--- src/rtl/fbd_pkg.sv ---
`timescale 1ns / 1ps

package fbd_pkg;

    localparam int SAMPLE_W      = 16;
    localparam int SIZE_W        = 7;
    localparam int SRC_W         = 22;
    localparam int ORATE_W       = 18;
    localparam int CFG_IDX_W     = 2;
    localparam int CFG_DATA_W    = 22;
    localparam int BIT_STEP_W    = $clog2(SAMPLE_W);
    localparam int SRC_STEP_W    = $clog2(SRC_W);
    localparam int MAX_SLICE_DEF = 64;
    localparam int QUEUE_DEPTH   = 2;

    localparam logic [SRC_W-1:0]   SRC_RATE_RESET = SRC_W'(21477272 / 12);
    localparam logic [ORATE_W-1:0] OUT_RATE_RESET = ORATE_W'(44100);

    localparam logic [CFG_IDX_W-1:0] REG_SOURCE_RATE = CFG_IDX_W'(0);
    localparam logic [CFG_IDX_W-1:0] REG_OUTPUT_RATE = CFG_IDX_W'(1);

    typedef struct packed {
        logic               busy;
        logic               zero;
        logic [ORATE_W-1:0] orate;
        logic [ORATE_W-1:0] orate_m1;
        logic [SRC_W-1:0]   quo;
        logic [ORATE_W-1:0] rem;
    } ratio_t;

    typedef enum logic [1:0] {
        B_IDLE,
        B_RUN,
        B_HOLD
    } back_state_t;

endpackage

--- src/rtl/fbd_ratio.sv ---
`timescale 1ns / 1ps

module fbd_ratio
    import fbd_pkg::*;
(
    input  logic                  clk,
    input  logic                  rst_n,
    input  logic                  cfg_we,
    input  logic [CFG_IDX_W-1:0]  cfg_index,
    input  logic [CFG_DATA_W-1:0] cfg_data,
    output ratio_t                rs
);

    logic [SRC_W-1:0]      src_reg, src_next;
    logic [ORATE_W-1:0]    orate_reg, orate_next;
    logic [SRC_W-1:0]      quo_reg, quo_next;
    logic [ORATE_W-1:0]    rem_reg, rem_next;
    logic [SRC_STEP_W-1:0] cnt_reg, cnt_next;
    logic                  pend_reg, pend_next;
    logic                  run_reg, run_next;
    logic [ORATE_W:0]      sh;
    logic [ORATE_W:0]      diff;
    logic                  ge;

    always_comb
    begin
        sh   = {rem_reg, quo_reg[SRC_W-1]};
        diff = sh - {1'b0, orate_reg};
        ge   = (sh >= {1'b0, orate_reg});
    end

    always_comb
    begin
        src_next   = src_reg;
        orate_next = orate_reg;
        quo_next   = quo_reg;
        rem_next   = rem_reg;
        cnt_next   = cnt_reg;
        pend_next  = pend_reg;
        run_next   = run_reg;
        if (cfg_we)
        begin
            priority if (cfg_index == REG_SOURCE_RATE)
            begin
                src_next  = cfg_data[SRC_W-1:0];
                pend_next = 1'b1;
            end
            else if (cfg_index == REG_OUTPUT_RATE)
            begin
                orate_next = cfg_data[ORATE_W-1:0];
                pend_next  = 1'b1;
            end
            else
            begin
                pend_next = pend_reg;
            end
        end
        else if (pend_reg)
        begin
            quo_next  = src_reg;
            rem_next  = '0;
            cnt_next  = '0;
            pend_next = 1'b0;
            run_next  = 1'b1;
        end
        else if (run_reg)
        begin
            rem_next = ge ? diff[ORATE_W-1:0] : sh[ORATE_W-1:0];
            quo_next = {quo_reg[SRC_W-2:0], ge};
            if (cnt_reg == SRC_STEP_W'(SRC_W - 1))
            begin
                run_next = 1'b0;
            end
            else
            begin
                cnt_next = cnt_reg + 1'b1;
            end
        end
    end

    always_ff @(posedge clk or negedge rst_n)
    begin
        if (!rst_n)
        begin
            src_reg   <= SRC_RATE_RESET;
            orate_reg <= OUT_RATE_RESET;
            cnt_reg   <= '0;
            pend_reg  <= 1'b1;
            run_reg   <= 1'b0;
        end
        else
        begin
            src_reg   <= src_next;
            orate_reg <= orate_next;
            cnt_reg   <= cnt_next;
            pend_reg  <= pend_next;
            run_reg   <= run_next;
        end
    end

    always_ff @(posedge clk)
    begin
        quo_reg <= quo_next;
        rem_reg <= rem_next;
    end

    always_comb
    begin
        rs.busy     = pend_reg | run_reg;
        rs.zero     = (orate_reg == '0);
        rs.orate    = orate_reg;
        rs.orate_m1 = orate_reg - 1'b1;
        rs.quo      = quo_reg;
        rs.rem      = rem_reg;
    end

endmodule

--- src/rtl/fbd_front.sv ---
`timescale 1ns / 1ps

module fbd_front
    import fbd_pkg::*;
#(
    parameter int MAX_SLICE = MAX_SLICE_DEF,
    parameter int CNT_W     = $clog2(MAX_SLICE + 1),
    parameter int SUM_W     = SAMPLE_W + $clog2(MAX_SLICE)
)
(
    input  logic                clk,
    input  logic                rst_n,
    input  ratio_t              rs,
    input  logic                in_valid,
    output logic                in_ready,
    input  logic [SAMPLE_W-1:0] sample_in,
    input  logic                q_full,
    output logic                push,
    output logic [CNT_W+SUM_W-1:0] push_data
);

    localparam logic [CNT_W-1:0] MAX_LEN = CNT_W'(MAX_SLICE);

    logic [ORATE_W-1:0] phase_reg, phase_next;
    logic               acc_valid_reg, acc_valid_next;
    logic [ORATE_W:0]   acc_reg, acc_next;
    logic [CNT_W-1:0]   lo_reg, lo_next;
    logic [CNT_W-1:0]   hi_reg, hi_next;
    logic               cand_valid_reg, cand_valid_next;
    logic [CNT_W-1:0]   cand_len_reg, cand_len_next;
    logic [ORATE_W-1:0] cand_phase_reg, cand_phase_next;
    logic [CNT_W-1:0]   len_reg, len_next;
    logic [CNT_W-1:0]   taken_reg, taken_next;
    logic [SUM_W-1:0]   sum_reg, sum_next;

    logic               accept;
    logic               first;
    logic [CNT_W-1:0]   len_cur;
    logic [CNT_W-1:0]   cnt_new;
    logic [SUM_W-1:0]   sum_new;
    logic               done;
    logic [ORATE_W-1:0] acc0;
    logic [ORATE_W:0]   acc_diff;
    logic               acc_ge;

    assign first    = (taken_reg == '0);
    assign in_ready = !q_full && (!first || (cand_valid_reg && !rs.busy));
    assign accept   = in_valid && in_ready;

    always_comb
    begin
        len_cur   = first ? cand_len_reg : len_reg;
        cnt_new   = first ? CNT_W'(1) : taken_reg + 1'b1;
        sum_new   = (first ? '0 : sum_reg) + SUM_W'(sample_in);
        done      = (cnt_new >= len_cur);
        push      = accept && done;
        push_data = {cnt_new, sum_new};
    end

    always_comb
    begin
        acc0     = (phase_reg >= rs.orate) ? rs.orate_m1 : phase_reg;
        acc_diff = acc_reg - {1'b0, rs.orate};
        acc_ge   = (acc_reg >= {1'b0, rs.orate});
    end

    always_comb
    begin
        phase_next      = phase_reg;
        acc_valid_next  = acc_valid_reg;
        acc_next        = acc_reg;
        lo_next         = lo_reg;
        hi_next         = hi_reg;
        cand_valid_next = cand_valid_reg;
        cand_len_next   = cand_len_reg;
        cand_phase_next = cand_phase_reg;
        len_next        = len_reg;
        taken_next      = taken_reg;
        sum_next        = sum_reg;

        if (accept)
        begin
            if (first)
            begin
                len_next   = cand_len_reg;
                phase_next = cand_phase_reg;
            end
            if (done)
            begin
                taken_next = '0;
            end
            else
            begin
                taken_next = cnt_new;
                sum_next   = sum_new;
            end
        end

        // The next slice length is prepared ahead in two steps and is
        // committed only when the first sample of the slice arrives.
        if (rs.busy || (accept && first))
        begin
            acc_valid_next  = 1'b0;
            cand_valid_next = 1'b0;
        end
        else if (!acc_valid_reg)
        begin
            acc_next       = {1'b0, acc0} + {1'b0, rs.rem};
            lo_next        = (rs.quo == '0) ? CNT_W'(1) :
                             ((rs.quo >= SRC_W'(MAX_SLICE)) ? MAX_LEN : CNT_W'(rs.quo));
            hi_next        = (rs.quo >= SRC_W'(MAX_SLICE)) ? MAX_LEN :
                             CNT_W'(rs.quo) + 1'b1;
            acc_valid_next = 1'b1;
        end
        else if (!cand_valid_reg)
        begin
            if (rs.zero)
            begin
                cand_len_next   = MAX_LEN;
                cand_phase_next = phase_reg;
            end
            else
            begin
                cand_len_next   = acc_ge ? hi_reg : lo_reg;
                cand_phase_next = acc_ge ? acc_diff[ORATE_W-1:0] : acc_reg[ORATE_W-1:0];
            end
            cand_valid_next = 1'b1;
        end
    end

    always_ff @(posedge clk or negedge rst_n)
    begin
        if (!rst_n)
        begin
            phase_reg      <= '0;
            acc_valid_reg  <= 1'b0;
            cand_valid_reg <= 1'b0;
            taken_reg      <= '0;
        end
        else
        begin
            phase_reg      <= phase_next;
            acc_valid_reg  <= acc_valid_next;
            cand_valid_reg <= cand_valid_next;
            taken_reg      <= taken_next;
        end
    end

    always_ff @(posedge clk)
    begin
        acc_reg        <= acc_next;
        lo_reg         <= lo_next;
        hi_reg         <= hi_next;
        cand_len_reg   <= cand_len_next;
        cand_phase_reg <= cand_phase_next;
        len_reg        <= len_next;
        sum_reg        <= sum_next;
    end

endmodule

--- src/rtl/fbd_queue.sv ---
`timescale 1ns / 1ps

module fbd_queue
    import fbd_pkg::*;
#(
    parameter int WIDTH = 8,
    parameter int DEPTH = QUEUE_DEPTH
)
(
    input  logic             clk,
    input  logic             rst_n,
    input  logic             push,
    input  logic [WIDTH-1:0] push_data,
    input  logic             pop,
    output logic [WIDTH-1:0] pop_data,
    output logic             full,
    output logic             empty
);

    localparam int PTR_W = (DEPTH > 1) ? $clog2(DEPTH) : 1;
    localparam int CNT_W = $clog2(DEPTH + 1);

    logic [WIDTH-1:0] mem_reg [DEPTH];
    logic [PTR_W-1:0] wr_reg, wr_next;
    logic [PTR_W-1:0] rd_reg, rd_next;
    logic [CNT_W-1:0] cnt_reg, cnt_next;

    assign full     = (cnt_reg == CNT_W'(DEPTH));
    assign empty    = (cnt_reg == '0);
    assign pop_data = mem_reg[rd_reg];

    always_comb
    begin
        wr_next  = wr_reg;
        rd_next  = rd_reg;
        cnt_next = cnt_reg;
        if (push)
        begin
            wr_next = (wr_reg == PTR_W'(DEPTH - 1)) ? '0 : wr_reg + 1'b1;
        end
        if (pop)
        begin
            rd_next = (rd_reg == PTR_W'(DEPTH - 1)) ? '0 : rd_reg + 1'b1;
        end
        if (push && !pop)
        begin
            cnt_next = cnt_reg + 1'b1;
        end
        else if (pop && !push)
        begin
            cnt_next = cnt_reg - 1'b1;
        end
    end

    always_ff @(posedge clk or negedge rst_n)
    begin
        if (!rst_n)
        begin
            wr_reg  <= '0;
            rd_reg  <= '0;
            cnt_reg <= '0;
        end
        else
        begin
            wr_reg  <= wr_next;
            rd_reg  <= rd_next;
            cnt_reg <= cnt_next;
        end
    end

    always_ff @(posedge clk)
    begin
        if (push)
        begin
            mem_reg[wr_reg] <= push_data;
        end
    end

endmodule

--- src/rtl/fbd_back.sv ---
`timescale 1ns / 1ps

module fbd_back
    import fbd_pkg::*;
#(
    parameter int MAX_SLICE = MAX_SLICE_DEF,
    parameter int CNT_W     = $clog2(MAX_SLICE + 1),
    parameter int SUM_W     = SAMPLE_W + $clog2(MAX_SLICE)
)
(
    input  logic                   clk,
    input  logic                   rst_n,
    input  logic                   q_empty,
    input  logic [CNT_W+SUM_W-1:0] q_data,
    output logic                   pop,
    output logic                   out_valid,
    input  logic                   out_ready,
    output logic [SAMPLE_W-1:0]    mean_sample,
    output logic [SIZE_W-1:0]      slice_size
);

    back_state_t state_reg, state_next;

    logic [CNT_W-1:0]      rem_reg, rem_next;
    logic [SAMPLE_W-1:0]   lo_reg, lo_next;
    logic [CNT_W-1:0]      div_reg, div_next;
    logic [BIT_STEP_W-1:0] step_reg, step_next;
    logic                  out_valid_reg, out_valid_next;
    logic [SAMPLE_W-1:0]   mean_reg, mean_next;
    logic [SIZE_W-1:0]     size_reg, size_next;

    logic             load;
    logic             step;
    logic             wr_out;
    logic             last_step;
    logic [CNT_W:0]   sh;
    logic [CNT_W:0]   diff;
    logic             ge;
    logic [CNT_W-1:0] q_cnt;
    logic [SUM_W-1:0] q_sum;

    assign q_cnt     = q_data[CNT_W+SUM_W-1:SUM_W];
    assign q_sum     = q_data[SUM_W-1:0];
    assign last_step = (step_reg == BIT_STEP_W'(SAMPLE_W - 1));

    always_comb
    begin
        state_next = state_reg;
        unique case (state_reg)
            B_IDLE:
            begin
                if (!q_empty)
                begin
                    state_next = B_RUN;
                end
            end
            B_RUN:
            begin
                if (last_step)
                begin
                    state_next = B_HOLD;
                end
            end
            B_HOLD:
            begin
                if (!out_valid_reg || out_ready)
                begin
                    state_next = B_IDLE;
                end
            end
            default:
            begin
                state_next = B_IDLE;
            end
        endcase
    end

    always_comb
    begin
        load   = 1'b0;
        step   = 1'b0;
        wr_out = 1'b0;
        unique case (state_reg)
            B_IDLE:  load   = !q_empty;
            B_RUN:   step   = 1'b1;
            B_HOLD:  wr_out = !out_valid_reg || out_ready;
            default: load   = 1'b0;
        endcase
    end

    assign pop = load;

    always_comb
    begin
        sh   = {rem_reg, lo_reg[SAMPLE_W-1]};
        diff = sh - {1'b0, div_reg};
        ge   = (sh >= {1'b0, div_reg});
    end

    always_comb
    begin
        rem_next       = rem_reg;
        lo_next        = lo_reg;
        div_next       = div_reg;
        step_next      = step_reg;
        out_valid_next = out_valid_reg;
        mean_next      = mean_reg;
        size_next      = size_reg;

        // The upper sum bits are already below the count, so sixteen
        // restoring steps give the whole quotient.
        if (load)
        begin
            rem_next  = CNT_W'(q_sum[SUM_W-1:SAMPLE_W]);
            lo_next   = q_sum[SAMPLE_W-1:0];
            div_next  = q_cnt;
            step_next = '0;
        end
        else if (step)
        begin
            rem_next  = ge ? diff[CNT_W-1:0] : sh[CNT_W-1:0];
            lo_next   = {lo_reg[SAMPLE_W-2:0], ge};
            step_next = step_reg + 1'b1;
        end

        if (wr_out)
        begin
            out_valid_next = 1'b1;
            mean_next      = lo_reg;
            size_next      = SIZE_W'(div_reg);
        end
        else if (out_ready)
        begin
            out_valid_next = 1'b0;
        end
    end

    always_ff @(posedge clk or negedge rst_n)
    begin
        if (!rst_n)
        begin
            state_reg     <= B_IDLE;
            step_reg      <= '0;
            out_valid_reg <= 1'b0;
        end
        else
        begin
            state_reg     <= state_next;
            step_reg      <= step_next;
            out_valid_reg <= out_valid_next;
        end
    end

    always_ff @(posedge clk)
    begin
        rem_reg  <= rem_next;
        lo_reg   <= lo_next;
        div_reg  <= div_next;
        mean_reg <= mean_next;
        size_reg <= size_next;
    end

    assign out_valid   = out_valid_reg;
    assign mean_sample = mean_reg;
    assign slice_size  = size_reg;

endmodule

--- src/rtl/fractional_boxcar_decimator_top.sv ---
`timescale 1ns / 1ps

// Averaging decimator from source_rate to output_rate. Each slice of input samples yields
// one request with the truncated mean and the slice size; slice lengths are chosen between
// the floor and ceiling of the rate ratio, clamped to 1..MAX_SLICE. Within a slice a sample
// is taken every cycle while the slice queue has room. The first sample of a slice is taken
// only once the next slice length has been prepared after the first sample of the previous
// slice, and only once the bit-serial rate divider is no longer busy after reset or after a
// rate register write. The mean is formed by a bit-serial divider behind a two-entry queue;
// the divider takes a new slice only after it has output the previous one, so short slices
// are limited by the divider.
module fractional_boxcar_decimator_top
    import fbd_pkg::*;
#(
    parameter int MAX_SLICE = MAX_SLICE_DEF
)
(
    input  logic                  clk,
    input  logic                  rst_n,
    input  logic                  cfg_valid,
    output logic                  cfg_ready,
    input  logic [CFG_IDX_W-1:0]  cfg_index,
    input  logic [CFG_DATA_W-1:0] cfg_data,
    input  logic                  in_valid,
    output logic                  in_ready,
    input  logic [SAMPLE_W-1:0]   sample_in,
    output logic                  out_valid,
    input  logic                  out_ready,
    output logic [SAMPLE_W-1:0]   mean_sample,
    output logic [SIZE_W-1:0]     slice_size
);

    localparam int CNT_W = $clog2(MAX_SLICE + 1);
    localparam int SUM_W = SAMPLE_W + $clog2(MAX_SLICE);

    ratio_t                 rs;
    logic                   cfg_we;
    logic                   push;
    logic                   pop;
    logic                   q_full;
    logic                   q_empty;
    logic [CNT_W+SUM_W-1:0] push_data;
    logic [CNT_W+SUM_W-1:0] pop_data;

    assign cfg_ready = 1'b1;
    assign cfg_we    = cfg_valid && cfg_ready;

    fbd_ratio u_ratio (
        .clk       (clk),
        .rst_n     (rst_n),
        .cfg_we    (cfg_we),
        .cfg_index (cfg_index),
        .cfg_data  (cfg_data),
        .rs        (rs)
    );

    fbd_front #(
        .MAX_SLICE (MAX_SLICE),
        .CNT_W     (CNT_W),
        .SUM_W     (SUM_W)
    ) u_front (
        .clk       (clk),
        .rst_n     (rst_n),
        .rs        (rs),
        .in_valid  (in_valid),
        .in_ready  (in_ready),
        .sample_in (sample_in),
        .q_full    (q_full),
        .push      (push),
        .push_data (push_data)
    );

    fbd_queue #(
        .WIDTH (CNT_W + SUM_W),
        .DEPTH (QUEUE_DEPTH)
    ) u_queue (
        .clk       (clk),
        .rst_n     (rst_n),
        .push      (push),
        .push_data (push_data),
        .pop       (pop),
        .pop_data  (pop_data),
        .full      (q_full),
        .empty     (q_empty)
    );

    fbd_back #(
        .MAX_SLICE (MAX_SLICE),
        .CNT_W     (CNT_W),
        .SUM_W     (SUM_W)
    ) u_back (
        .clk         (clk),
        .rst_n       (rst_n),
        .q_empty     (q_empty),
        .q_data      (pop_data),
        .pop         (pop),
        .out_valid   (out_valid),
        .out_ready   (out_ready),
        .mean_sample (mean_sample),
        .slice_size  (slice_size)
    );

    a_no_overflow: assert property (@(posedge clk) disable iff (!rst_n)
        push |-> !q_full)
        else $error("slice queue written while full");

    a_no_underflow: assert property (@(posedge clk) disable iff (!rst_n)
        pop |-> !q_empty)
        else $error("slice queue read while empty");

    a_cfg_restarts_divider: assert property (@(posedge clk) disable iff (!rst_n)
        (cfg_we && (cfg_index == REG_SOURCE_RATE || cfg_index == REG_OUTPUT_RATE))
        |=> rs.busy)
        else $error("rate divider not restarted after register write");

    a_size_nonzero: assert property (@(posedge clk) disable iff (!rst_n)
        push |-> (push_data[CNT_W+SUM_W-1:SUM_W] != '0))
        else $error("finished slice with no samples");

endmodule
--- config.mk ---
export PLATFORM = sky130hd
export DESIGN_NAME = fractional_boxcar_decimator_top
export DESIGN_NICKNAME = d
export VERILOG_FILES = /design/src/rtl/fbd_pkg.sv /design/src/rtl/fbd_ratio.sv /design/src/rtl/fbd_front.sv /design/src/rtl/fbd_queue.sv /design/src/rtl/fbd_back.sv /design/src/rtl/fractional_boxcar_decimator_top.sv
export SDC_FILE = /design/constraint.sdc
export NUM_CORES = 1
export LEC_CHECK = 0
export BUFFER_PORTS_ARGS = -buffer_cell sky130_fd_sc_hd__buf_2
export CAP_MARGIN = 20
export CORE_MARGIN = 3
export CORE_UTILIZATION = 40
export CTS_CLUSTER_SIZE = 40
export DETAILED_ROUTE_END_ITERATION = 6
export PLACE_DENSITY = 0.67
export RECOVER_POWER = 100
export SYNTH_ARGS = -nofsm -noshare
export SYNTH_HDL_FRONTEND = slang
export SYNTH_HIERARCHICAL = 1
export SYNTH_SLANG_ARGS = --single-unit
--- constraint.sdc ---
create_clock -name clk -period 5.46 [get_ports clk]
set_input_delay 0.273 -clock clk [delete_from_list [all_inputs] [get_ports clk]]
set_output_delay 0.273 -clock clk [all_outputs]
set_load 0.02 [all_outputs]
After elaboration in Yosys (flattened, before gate mapping)
Memories as Yosys holds them, arrays and structs flattened. Index checks and enable logic that the tools add are counted.

Output and inout port bits: 26. Logic and storage cells: 155. Bits in writable memories: 58. Memories kept: 1. Register bits after elaboration: 265. Input bits: 45.

Bitwise gates (word level): 7. Reductions and logical operators: 38. $lt $le $gt $ge: 6. Multiplexer cells: 47. Eq/ne operators: 11. $add $sub $neg: 14.

Memory list: u_queue.mem_reg (words 2, width 29, read ports 1, clocked after memory_dff 0, write ports 1, RTL line fbd_queue.sv:23) `logic [WIDTH-1:0] mem_reg [DEPTH];`.

Operator list (count): 18-bit two-way mux (5); 22-bit two-way mux (3); 7-bit two-way mux (6); 19-bit by 18-bit greater-or-equal comparator with 1-bit output (2); 18-bit subtractor (2); 16-bit two-way mux (2); 22-bit by 16-bit adder with 22-bit output (1); 22-bit by 7-bit greater-or-equal comparator with 1-bit output (second input constant) (1); 22-bit zero test (1); 18-bit by 18-bit adder with 19-bit output (1); 18-bit greater-or-equal comparator (1); 18-bit zero test (1); 1-bit two-way mux (18); 18-bit by 1-bit subtractor with 18-bit output (second input constant) (1); 5-bit two-way mux (3); 7-bit by 1-bit adder with 7-bit output (second input constant) (2); 6-bit two-way mux (2); 3-bit AND reduction (4); 2-bit two-way mux (5); 2-bit AND reduction (5); 2-bit nonzero test (5); 8-bit by 7-bit greater-or-equal comparator with 1-bit output (1); 4-bit two-way mux (2); 7-bit greater-or-equal comparator (1); 22 further kinds (48).

Longest topological paths before layout
Gate-level depths: netlist of run 1.

Word-level depth: 11. Mapped depth: 19.

Hierarchy
The synthesis of run 1 kept the hierarchy.

Modules (own cells, without submodules): fbd_front (instances 1, cells each 795, area an instance 8156.6 µm²); fbd_ratio (instances 1, cells each 440, area an instance 4926.0 µm²); fbd_back (instances 1, cells each 223, area an instance 2681.3 µm²); fbd_queue (instances 1, cells each 106, area an instance 2397.3 µm²); fractional_boxcar_decimator_top (instances 1, cells each 2, area an instance 11.3 µm²).

Least setup slack after synthesis of run 1
Ideal clock, no wire load.

Path type: reg-to-reg. Start point: register u_ratio.orate_reg[2]. End point: register u_front.acc_reg[18] (data pin). Cell stages (with the launch flop): 19. Library setup time: 0.266 ns. Required time: 5.194 ns. Data arrival time: 4.140 ns. Slack: 1.054 ns. Period minus slack after synthesis: 4.406 ns. Cells stage by stage: dfstp_2 > inv_1 > ha_1 > nand3_1 > o21ai_1 > a21oi_1 > or4_4 > a31oi_4 > buf_6 > mux2_1 > ha_1 > fa_1 > a21o_1 > a21oi_1 > o21bai_1 > a21oi_1 > o31ai_1 > a31oi_1 > o21ai_0.

Word-level cells in the longest chain between the ends: 3.

RTL lines: from (decl) (RTL line fbd_ratio.sv:15) `logic [ORATE_W-1:0] orate_reg, orate_next;`; from (signal assigned) (RTL line fbd_ratio.sv:94) `orate_reg <= orate_next;`; 18-bit by 1-bit subtractor with 18-bit output / 18-bit greater-or-equal comparator (equally long branches) (RTL line fbd_ratio.sv:112, fbd_front.sv:62); 18-bit two-way mux * (RTL line fbd_front.sv:62) `acc0 = (phase_reg >= rs.orate) ? rs.orate_m1 : phase_reg;`; 18-bit by 18-bit adder with 19-bit output * (RTL line fbd_front.sv:108) `acc_next = {1'b0, acc0} + {1'b0, rs.rem};`; to (signal assigned) (RTL line fbd_front.sv:151) `acc_reg <= acc_next;`; to (decl) (RTL line fbd_front.sv:26) `logic [ORATE_W:0] acc_reg, acc_next;`.

Every way passes the cells marked *; elsewhere a longest branch is shown, timed or not. A chain may end at the register's enable or synchronous reset.

Worst setup path in the final report of run 1
Same ends and word-level chain as after synthesis.

==> metrics.json, run 1 <==
{
  "post_synth_edffs": 237,
  "wl_per_cell_microns": 17.2,
  "first_pass_iters": 5,
  "filler_cell_count": 4100,
  "clock_tree.htree_level_count": 2,
  "hold_path_class": "in -> reg",
  "via_count": 12200,
  "avgSynthCellArea_sq_um": 11.6,
  "tritoncts": "built",
  "clk_latency_ps": 560,
  "nNetsFinal": 1818,
  "yosysWarnings": 6,
  "post-route-min-period_ps": 4920,
  "synthesis.nets": 1727,
  "clock_tree_buf_depth": 3,
  "postSynth.asyncResetShare_pct": 26.3,
  "grt_use_total_pct": 16.4,
  "timing.max_cap.violations": 5,
  "setup-tns-final_ps": 0,
  "power.density_nw_per_um2": 619,
  "finalSetupViolations": 0,
  "critical_path.most_common_cell": "a21oi_1",
  "synthDistinctLibCells": 87,
  "grt_pass1_vias": 12400,
  "die_height_microns": 219,
  "drt_first_iter_violations": 722,
  "start_kind": "register",
  "synth-seq-area-share_pct": 51.1,
  "mappedNetlistArea_sq_um": 18200,
  "dieArea_sq_um": 48000,
  "synth_area_leaders": "edfxtp_1, dfrtp_1, ha_1",
  "tritoncts_num_sinks": 323,
  "rsz_0062_raised_after_global_routing": "false",
  "ys_seq_elements": 323,
  "cp-end-kind": "register",
  "detail-route-antenna-nets": 0,
  "core_sq_um": 44500,
  "post_cts_resize_count": 0,
  "area_growth_syn_to_layout_pct": 11.9,
  "worst_margin_slew_ps": 2480,
  "number_of_top_level_pins": 71,
  "cts_buffers": 37,
  "antenna_cells_inserted": 0,
  "largest_register_ff_count": 58,
  "postSynth.topFlopCell": "edfxtp_1",
  "power.total_uw": 12600,
  "chip_width_microns": 219,
  "synthDominantAreaCellType": "edfxtp_1",
  "grt_antenna_before_repair": 0,
  "clock_skew_ps": 31.7,
  "fmax_mhz": 203,
  "critical_path.slowest_cell": "dfstp_1",
  "power_leakage_uw": 0.00801,
  "drt_wl_total_mm": 39.3,
  "gp_routability_congestion": 0.895,
  "timing.critical_path.arrival_ps": 5190,
  "setup_slack_ps": 543,
  "pre_cts_slack_ps": 681,
  "cts.root.buffer_cell": "clkbuf_16",
  "max-slew-margin-rel_pct": -65.5,
  "violations": "capacitance limit, slew limit",
  "outcome": "complete, but fails checks",
  "post-cts-setup-buffers": 0,
  "drc": 0,
  "drive_gt1_share_pct": 15.4,
  "critical_path.cell_chain": "inv_1 -> ha_1 -> nand3_1 -> o21ai_0 -> a21oi_1 -> or4_4 -> a31oi_4 -> mux2_1 -> ha_1 -> fa_1 -> a21o_1 -> a21oi_1 -> o21bai_1 -> a21oi_1 -> o31ai_1 -> a31oi_1 -> o21ai_0",
  "effective_utilization_at_floorplan_pct": 40.8,
  "synth_largest_type_area_fraction_pct": 39.2,
  "required_ps": 5730,
  "irDropWorstVdd_v": 0.000290,
  "setup.worst_path.class": "reg -> reg",
  "timing.final.max_slew_violations": 175,
  "placementRows": 77,
  "port_buffers": 69,
  "dp.final_hpwl_mm": 28.7,
  "clkSlewWorstSetupHoldPaths_ps": 60,
  "slowest_delay_ps": 620,
  "hold_viol": 0,
  "grt_max_degree": 55,
  "routed_via_density": 5.36,
  "largest_fanout_of_any_net_on_the_critical_path": 9,
  "overall_overflow_remaining_after_global_route": 0,
  "period_share_pct": 90.1,
  "synthCells": 1566,
  "grt_first_pass_wirelength_mm": 63.9
}
-- cell type report --
| type | count | area (sq um) | area share [%] |
|---|---|---|---|
| Clock buffer | 45 | 956 | 4.70 |
| Clock inverter | 23 | 248 | 1.22 |
| Inverter | 91 | 343 | 1.69 |
| Multi-Input combinational cell | 1102 | 8220 | 40.4 |
| Sequential cell | 323 | 9290 | 45.7 |
| Tap cell | 592 | 741 | 3.64 |
| Timing Repair Buffer | 102 | 551 | 2.71 |
-- where the power goes --
part	switching [uW]	internal, uW
clock	997	1450
combinational	3340	2500
sequential	451	3860
total	4790	7820
-- cell usage in the layout, fill, tap and decap left out, types with 18 or more instances in the layout --
cell type / netlist / routed
buf_2: 10 / 42
edfxtp_1: 237 / 237
mux2_2: 90 / 89
nor2_1: 82 / 80
inv_1: 88 / 88
mux2i_1: 18 / 18
nand3_1: 41 / 41
clkbuf_1: 23 / 46
mux2_1: 10 / 20
ha_1: 111 / 111
a21oi_1: 86 / 87
nor3_1: 24 / 24
mux2_4: 29 / 20
xnor2_1: 54 / 54
nor2b_1: 22 / 20
o21ai_0: 56 / 67
nand2_1: 146 / 147
xor2_1: 28 / 28
clkbuf_16: 0 / 37
a21o_1: 33 / 33
and2_1: 25 / 19
dfrtp_1: 66 / 65
-- layer usage --
metal	track usage [%]	share of wire [%]	routed length [microns]	vias to the layer above
met2	28.6	49	19100	286
met3	2.46	4.7	1840	65
met4	4.84	2.2	872	0
met5	0	0	0	-
li1	-	-	-	5964
met1	21.1	44	17400	5902
-- cells in the mapped netlist, types with 6 or more instances --
cell      number
edfxtp_1     237
nand2_1      146
ha_1         111
mux2_2        90
inv_1         88
a21oi_1       86
nor2_1        82
dfrtp_1       66
o21ai_0       56
xnor2_1       54
nand3_1       41
a21o_1        33
mux2_4        29
xor2_1        28
and2_1        25
nor3_1        24
clkbuf_1      23
nor2b_1       22
dfstp_2       19
mux2i_1       18
nand2b_1      16
nor4_1        16
o211ai_1      14
a31oi_1       13
nand4_1       13
o21ai_1       12
o31ai_1       11
a211oi_1      10
buf_2         10
mux2_1        10
nand3b_1      10
buf_6          9
o21a_1         9
or3_1          9
and3_1         8
buf_4          7
o311ai_0       7
a221oi_1       6
nor3b_1        6
-- timing repair --
action                                 CTS  global route
hold buffers                            16             0
setup endpoints to repair                0             0
endpoints found under the hold margin   53             0
-- cells by family after synthesis --
kind of cell | synth area share, %
and+or+nand+nor | 12.2
other | 0.0206
muxes | 9.58
DFF | 51.1
xor gates and xnor gates | 3.95
AOI/OAI and AO/OA | 11.5
adders and majority gates | 8.19
buffers and inverters | 3.51
-- path summary, 6_finish.rpt --
path / from / to / slack (ps) / cells past startpoint
max: u_ratio/orate_reg[2] / u_front/acc_reg[18] / 540 / 17
min: cfg_data[5] / u_ratio/src_reg[5] / 30 / 2
max reg2reg: u_ratio/orate_reg[2] / u_front/acc_reg[18] / 540 / 17
min reg2reg: u_back/lo_reg[14] / u_back/mean_sample[14] / 460 / 0
max in group asynchronous: rst_n / u_queue/rd_reg / 3050 / 3
min in group asynchronous: rst_n / u_ratio/src_reg[21] / 780 / 2
-- critical path: cells and delay by family (launching register included) --
kind            cells  cell delay, ps
mux                 1             370
fa+ha+maj           3             920
compound gates     10            2050
buf+inv             1             110
simple gates        2             560
flops               1             620
-- per-stage QoR --
step	hold slack [ps]	std cells	cell area (sq um)	util (%)
finish	27.3	2278	20300	45.7
CTS	3.04	2277	20500	46.0
global placement	245	2193	19100	43.0
detailed placement	244	2193	19100	43.0
floorplan	-22.6	1566	18200	-
global route	17.3	2278	20300	45.7
Power figures use the tool's default switching activity.
==> run 2: changes to the inputs <==
--- a/config.mk
+++ b/config.mk
@@ -16,4 +16,4 @@
 export SYNTH_ARGS = -nofsm -noshare
 export SYNTH_HDL_FRONTEND = slang
-export SYNTH_HIERARCHICAL = 1
 export SYNTH_SLANG_ARGS = --single-unit
+export TNS_END_PERCENT = 20
==> constraint.sdc (replaced) <==
create_clock -name clk -period 5.46 [get_ports clk]
set_input_delay 0.546 -clock clk [delete_from_list [all_inputs] [get_ports clk]]
set_output_delay 0.546 -clock clk [all_outputs]
set_load 0.02 [all_outputs]
==> run 2 against run 1 <==
Net effect: the run still ends with capacitance limit, slew limit left; non-clock buffer count shrank 9; clock skew shrank 14 ps; core utilization is essentially flat; sequential cell count is the same; combinational power shrank 2%; synthesized cell count shrank 5.3%; worst hold slack gained 180 ps; die area shrank 3.0%; critical path depth grew 5; sequential share of layout area grew 1.4 points; critical path type unchanged.
==> metrics.json, run 2 <==
{
  "most_frequent_cells_in_the_layout": {"value": "edfxtp_1, ha_1, nor2_1", "change": "was edfxtp_1, nand2_1, ha_1"},
  "cp-end-kind": {"value": "register", "change": "unchanged"},
  "layout.cell_area.non_filler": {"value": 19800, "unit": "sq um", "change": "was 20300 sq um"},
  "synthDistinctLibCells": {"value": 82, "change": "was 87"},
  "area_growth_syn_to_layout": {"value": 12.2, "unit": "%", "change": "was 11.9%"},
  "avgSynthCellArea": {"value": 11.9, "unit": "sq um", "change": "was 11.6 sq um"},
  "synth_area_leaders": {"value": "edfxtp_1, dfrtp_1, ha_1", "change": "unchanged"},
  "drive_gt1_share": {"value": 15.1, "unit": "%", "change": "was 15.4%"},
  "synth-seq-area-share": {"value": 52.8, "unit": "%", "change": "was 51.1%"},
  "grt_antenna_before_repair": {"value": 0, "change": "unchanged"},
  "first_pass_iters": {"value": 5, "change": "unchanged"},
  "setup.worst_path.class": {"value": "reg -> reg", "change": "unchanged"},
  "hold_viol": {"value": 0, "change": "unchanged"},
  "violations": {"value": "capacitance limit, slew limit", "change": "unchanged"},
  "clk_latency": {"value": 530, "unit": "ps", "change": "was 560 ps"},
  "mostFrequentLayoutCell": {"value": "edfxtp_1", "change": "unchanged"},
  "wl_per_cell": {"value": 17.1, "unit": "microns", "change": "was 17.2 microns"},
  "netlist_top_cells_count": {"value": "edfxtp_1, ha_1, nor2_1", "change": "was edfxtp_1, nand2_1, ha_1"},
  "gp_routability_congestion": {"value": 0.896, "change": "was 0.895"},
  "period_share": {"value": 92.0, "unit": "%", "change": "was 90.1%"},
  "postSynth.topFlopCell": {"value": "edfxtp_1", "change": "unchanged"},
  "drt_first_iter_violations": {"value": 683, "change": "was 722"},
  "overall_overflow_remaining_after_global_route": {"value": 0, "change": "unchanged"},
  "number_of_top_level_pins": {"value": 71, "change": "unchanged"},
  "post-route-min-period": {"value": 5030, "unit": "ps", "change": "was 4920 ps"},
  "max-slew-margin-rel": {"value": -78.8, "unit": "%", "change": "was -65.5%"},
  "clock_tree.htree_level_count": {"value": 2, "change": "unchanged"},
  "dp.final_hpwl": {"value": 27.2, "unit": "mm", "change": "was 28.7 mm"},
  "post_synth_edffs": {"value": 237, "change": "unchanged"},
  "worstReg2RegStart": {"value": "u_ratio.orate_reg[11]", "change": "was u_ratio/orate_reg[2]"},
  "hold_slack": {"value": 211, "unit": "ps", "change": "was 27.3 ps"},
  "yosysWarnings": {"value": 0, "change": "was 6"},
  "cell_with_the_most_instances_after_synthesis": {"value": "edfxtp_1", "change": "unchanged"},
  "cts_buffers": {"value": 35, "change": "was 37"},
  "holdCritStartpoint": {"value": "cfg_index[1]", "change": "was cfg_data[5]"},
  "timing.critical_path.arrival": {"value": 5300, "unit": "ps", "change": "was 5190 ps"},
  "pre_cts_slack": {"value": 369, "unit": "ps", "change": "was 681 ps"},
  "hold_path_class": {"value": "in -> reg", "change": "unchanged"},
  "clkSlewWorstSetupHoldPaths": {"value": 60, "unit": "ps", "change": "about the same"},
  "grt_max_degree": {"value": 54, "change": "was 55"},
  "via_count": {"value": 11500, "change": "was 12200"},
  "rr_worst_depth": {"value": 22, "change": "was 17"},
  "power.total": {"value": 12500, "unit": "uW", "change": "was 12600 uW"},
  "fmax": {"value": 199, "unit": "MHz", "change": "was 203 MHz"},
  "largest_fanout_of_any_net_on_the_critical_path": {"value": 9, "change": "unchanged"},
  "detail-route-antenna-nets": {"value": 0, "change": "unchanged"},
  "timing.final.max_slew_violations": {"value": 250, "change": "was 175"},
  "grt_pass1_vias": {"value": 11700, "change": "was 12400"},
  "mappedNetlistArea": {"value": 17600, "unit": "sq um", "change": "was 18200 sq um"},
  "effective_utilization_at_floorplan": {"value": 40.7, "unit": "%", "change": "was 40.8%"},
  "synth_largest_type_area_fraction": {"value": 40.4, "unit": "%", "change": "was 39.2%"},
  "chip_width": {"value": 216, "unit": "microns", "change": "was 219 microns"},
  "cts.root.buffer_cell": {"value": "clkbuf_16", "change": "unchanged"},
  "finalSetupViolations": {"value": 0, "change": "unchanged"},
  "synthesis.nets": {"value": 1645, "change": "was 1727"},
  "timing.max_cap.violations": {"value": 7, "change": "was 5"},
  "postPlaceCellArea": {"value": 18700, "unit": "sq um", "change": "was 19100 sq um"},
  "drt_wl_total": {"value": 37.4, "unit": "mm", "change": "was 39.3 mm"},
  "critPathCapture": {"value": "u_front.acc_reg[12]", "change": "was u_front/acc_reg[18]"},
  "placementRows": {"value": 76, "change": "was 77"},
  "clock_skew": {"value": 17.4, "unit": "ps", "change": "was 31.7 ps"},
  "antenna_cells_inserted": {"value": 0, "change": "unchanged"},
  "required": {"value": 5730, "unit": "ps", "change": "about the same"},
  "worst_margin_slew": {"value": 2680, "unit": "ps", "change": "was 2480 ps"},
  "power_leakage": {"value": 0.00787, "unit": "uW", "change": "was 0.00801 uW"},
  "rsz_0062_raised_after_global_routing": {"value": "false", "change": "unchanged"},
  "critical_path_launch_point": {"value": "u_ratio.orate_reg[11]", "change": "was u_ratio/orate_reg[2]"},
  "outcome": {"value": "complete, but fails checks", "change": "unchanged"},
  "dieArea": {"value": 46600, "unit": "sq um", "change": "was 48000 sq um"},
  "die_height": {"value": 216, "unit": "microns", "change": "was 219 microns"},
  "tritoncts": {"value": "built", "change": "unchanged"},
  "largest_register_ff_count": {"value": 58, "change": "unchanged"},
  "r2r_path_end": {"value": "u_front.acc_reg[12]", "change": "was u_front/acc_reg[18]"},
  "port_buffers": {"value": 69, "change": "unchanged"},
  "synthCells": {"value": 1483, "change": "was 1566"},
  "rrSetupSlack": {"value": 430, "unit": "ps", "change": "was 540 ps"},
  "synthDominantAreaCellType": {"value": "edfxtp_1", "change": "unchanged"},
  "power.density": {"value": 631, "unit": "nW/um^2", "change": "was 619 nW/um^2"},
  "setup_slack": {"value": 434, "unit": "ps", "change": "was 543 ps"},
  "clock_tree_buf_depth": {"value": 3, "change": "unchanged"},
  "start_kind": {"value": "register", "change": "unchanged"},
  "drc": {"value": 0, "change": "unchanged"},
  "core": {"value": 43300, "unit": "sq um", "change": "was 44500 sq um"},
  "grt_use_total": {"value": 16.0, "unit": "%", "change": "was 16.4%"},
  "postSynth.asyncResetShare": {"value": 26.3, "unit": "%", "change": "unchanged"},
  "grt_first_pass_wirelength": {"value": 61.1, "unit": "mm", "change": "was 63.9 mm"},
  "nNetsFinal": {"value": 1735, "change": "was 1818"},
  "routed_via_density": {"value": 5.27, "change": "was 5.36"},
  "setup-tns-final": {"value": 0, "unit": "ps", "change": "unchanged"},
  "tritoncts_num_sinks": {"value": 323, "change": "unchanged"},
  "ys_seq_elements": {"value": 323, "change": "unchanged"},
  "irDropWorstVdd": {"value": 0.000283, "unit": "V", "change": "was 0.000290 V"}
}
==> run 2: cell count changes in the layout (fill, tap and decap cells not counted), sizes merged, moves of 16 or more <==
cell	delta
mux2i	+40
nor2	+26
mux2	-29
inv	-16
nand2	-45
o21ai	+17
==> run 2: where the power goes <==
group          internal [uW]  switching, uW  total [uW]
Combinational           2500           3210        5710
Clock                   1490            970        2460
Sequential              3830            468        4300
Total                   7830           4650       12500
==> run 2: final cells by class <==
| class | instances | area [sq um] |
|---|---|---|
| repair buffers | 93 | 429 |
| clock inverters | 12 | 155 |
| well taps | 585 | 732 |
| clock buffers | 52 | 1050 |
| flip-flops and latches | 323 | 9290 |
| multi-input cells | 1046 | 7820 |
| fillers | 3970 | 23500 |
| inverters | 74 | 278 |
==> run 2: worst min-delay path by stage <==
stage | to | slack [ps] | depth (start not counted)
after detailed placement | u_back.mean_sample[12] | 440 | 0
final | u_ratio.pend_reg | 210 | 2
after floorplan | u_back.out_valid | 250 | 0
after CTS | u_ratio.pend_reg | 200 | 2
after global routing | u_ratio.pend_reg | 210 | 2
after global placement | u_back.mean_sample[13] | 440 | 0
==> run 2: metal layers <==
layer	vias to the layer above	global-route usage, %	wire (microns)
met5	-	0	0
met4	0	3.77	707
met3	56	2.62	1740
met2	232	26.8	17400
met1	5571	22.0	17500
li1	5659	-	-
==> run 2: kinds of logic (layout without fill, tap and decap cells) <==
| logic type | Yosys count | after routing | synth area share (%) |
|---|---|---|---|
| AND/OR/NAND/NOR | 385 | 385 | 10.6 |
| flip-flops | 323 | 323 | 52.8 |
| AO/OA/AOI/OAI | 300 | 300 | 11.1 |
| multiplexers | 158 | 158 | 9.86 |
| adder cells (fa/ha/maj) | 117 | 117 | 8.53 |
| buffers and inverters | 114 | 231 | 2.86 |
| XOR/XNOR | 85 | 85 | 4.23 |
| other | 1 | 1 | 0.0213 |
==> run 2: worst max-delay path, cell delays in order (launching register included) <==
cell and delay [ps]:
dfstp_2 530, inv_1 50, ha_1 310, a21o_1 180, a21o_1 180, a21o_1 170
a21oi_1 160, nor2b_1 60, a2111oi_0 390, o21ba_2 400, clkbuf_1 180, mux2i_1 200
ha_1 180, inv_1 50, fa_1 400, nor2b_1 130, o21a_1 130, o21ai_0 190
a31oi_1 340, nand3_1 110, a21boi_0 160, a21oi_1 180, xor2_1 80
==> run 2: timing repair <==
action                                  CTS  global route
buffers inserted                          0             0
hold buffers                              1             0
endpoints found under the setup margin    0             2
resized for setup                         0             1
hold endpoints to repair                 26             0
==> run 2: per-stage QoR <==
stage / util [%] / instances
3_5_place_dp: 43.2 / 2119
6_report: 45.7 / 2185
4_1_cts: 46.0 / 2184
3_3_place_gp: 43.2 / 2119
5_1_grt: 45.7 / 2185
2_1_floorplan: - / 1483
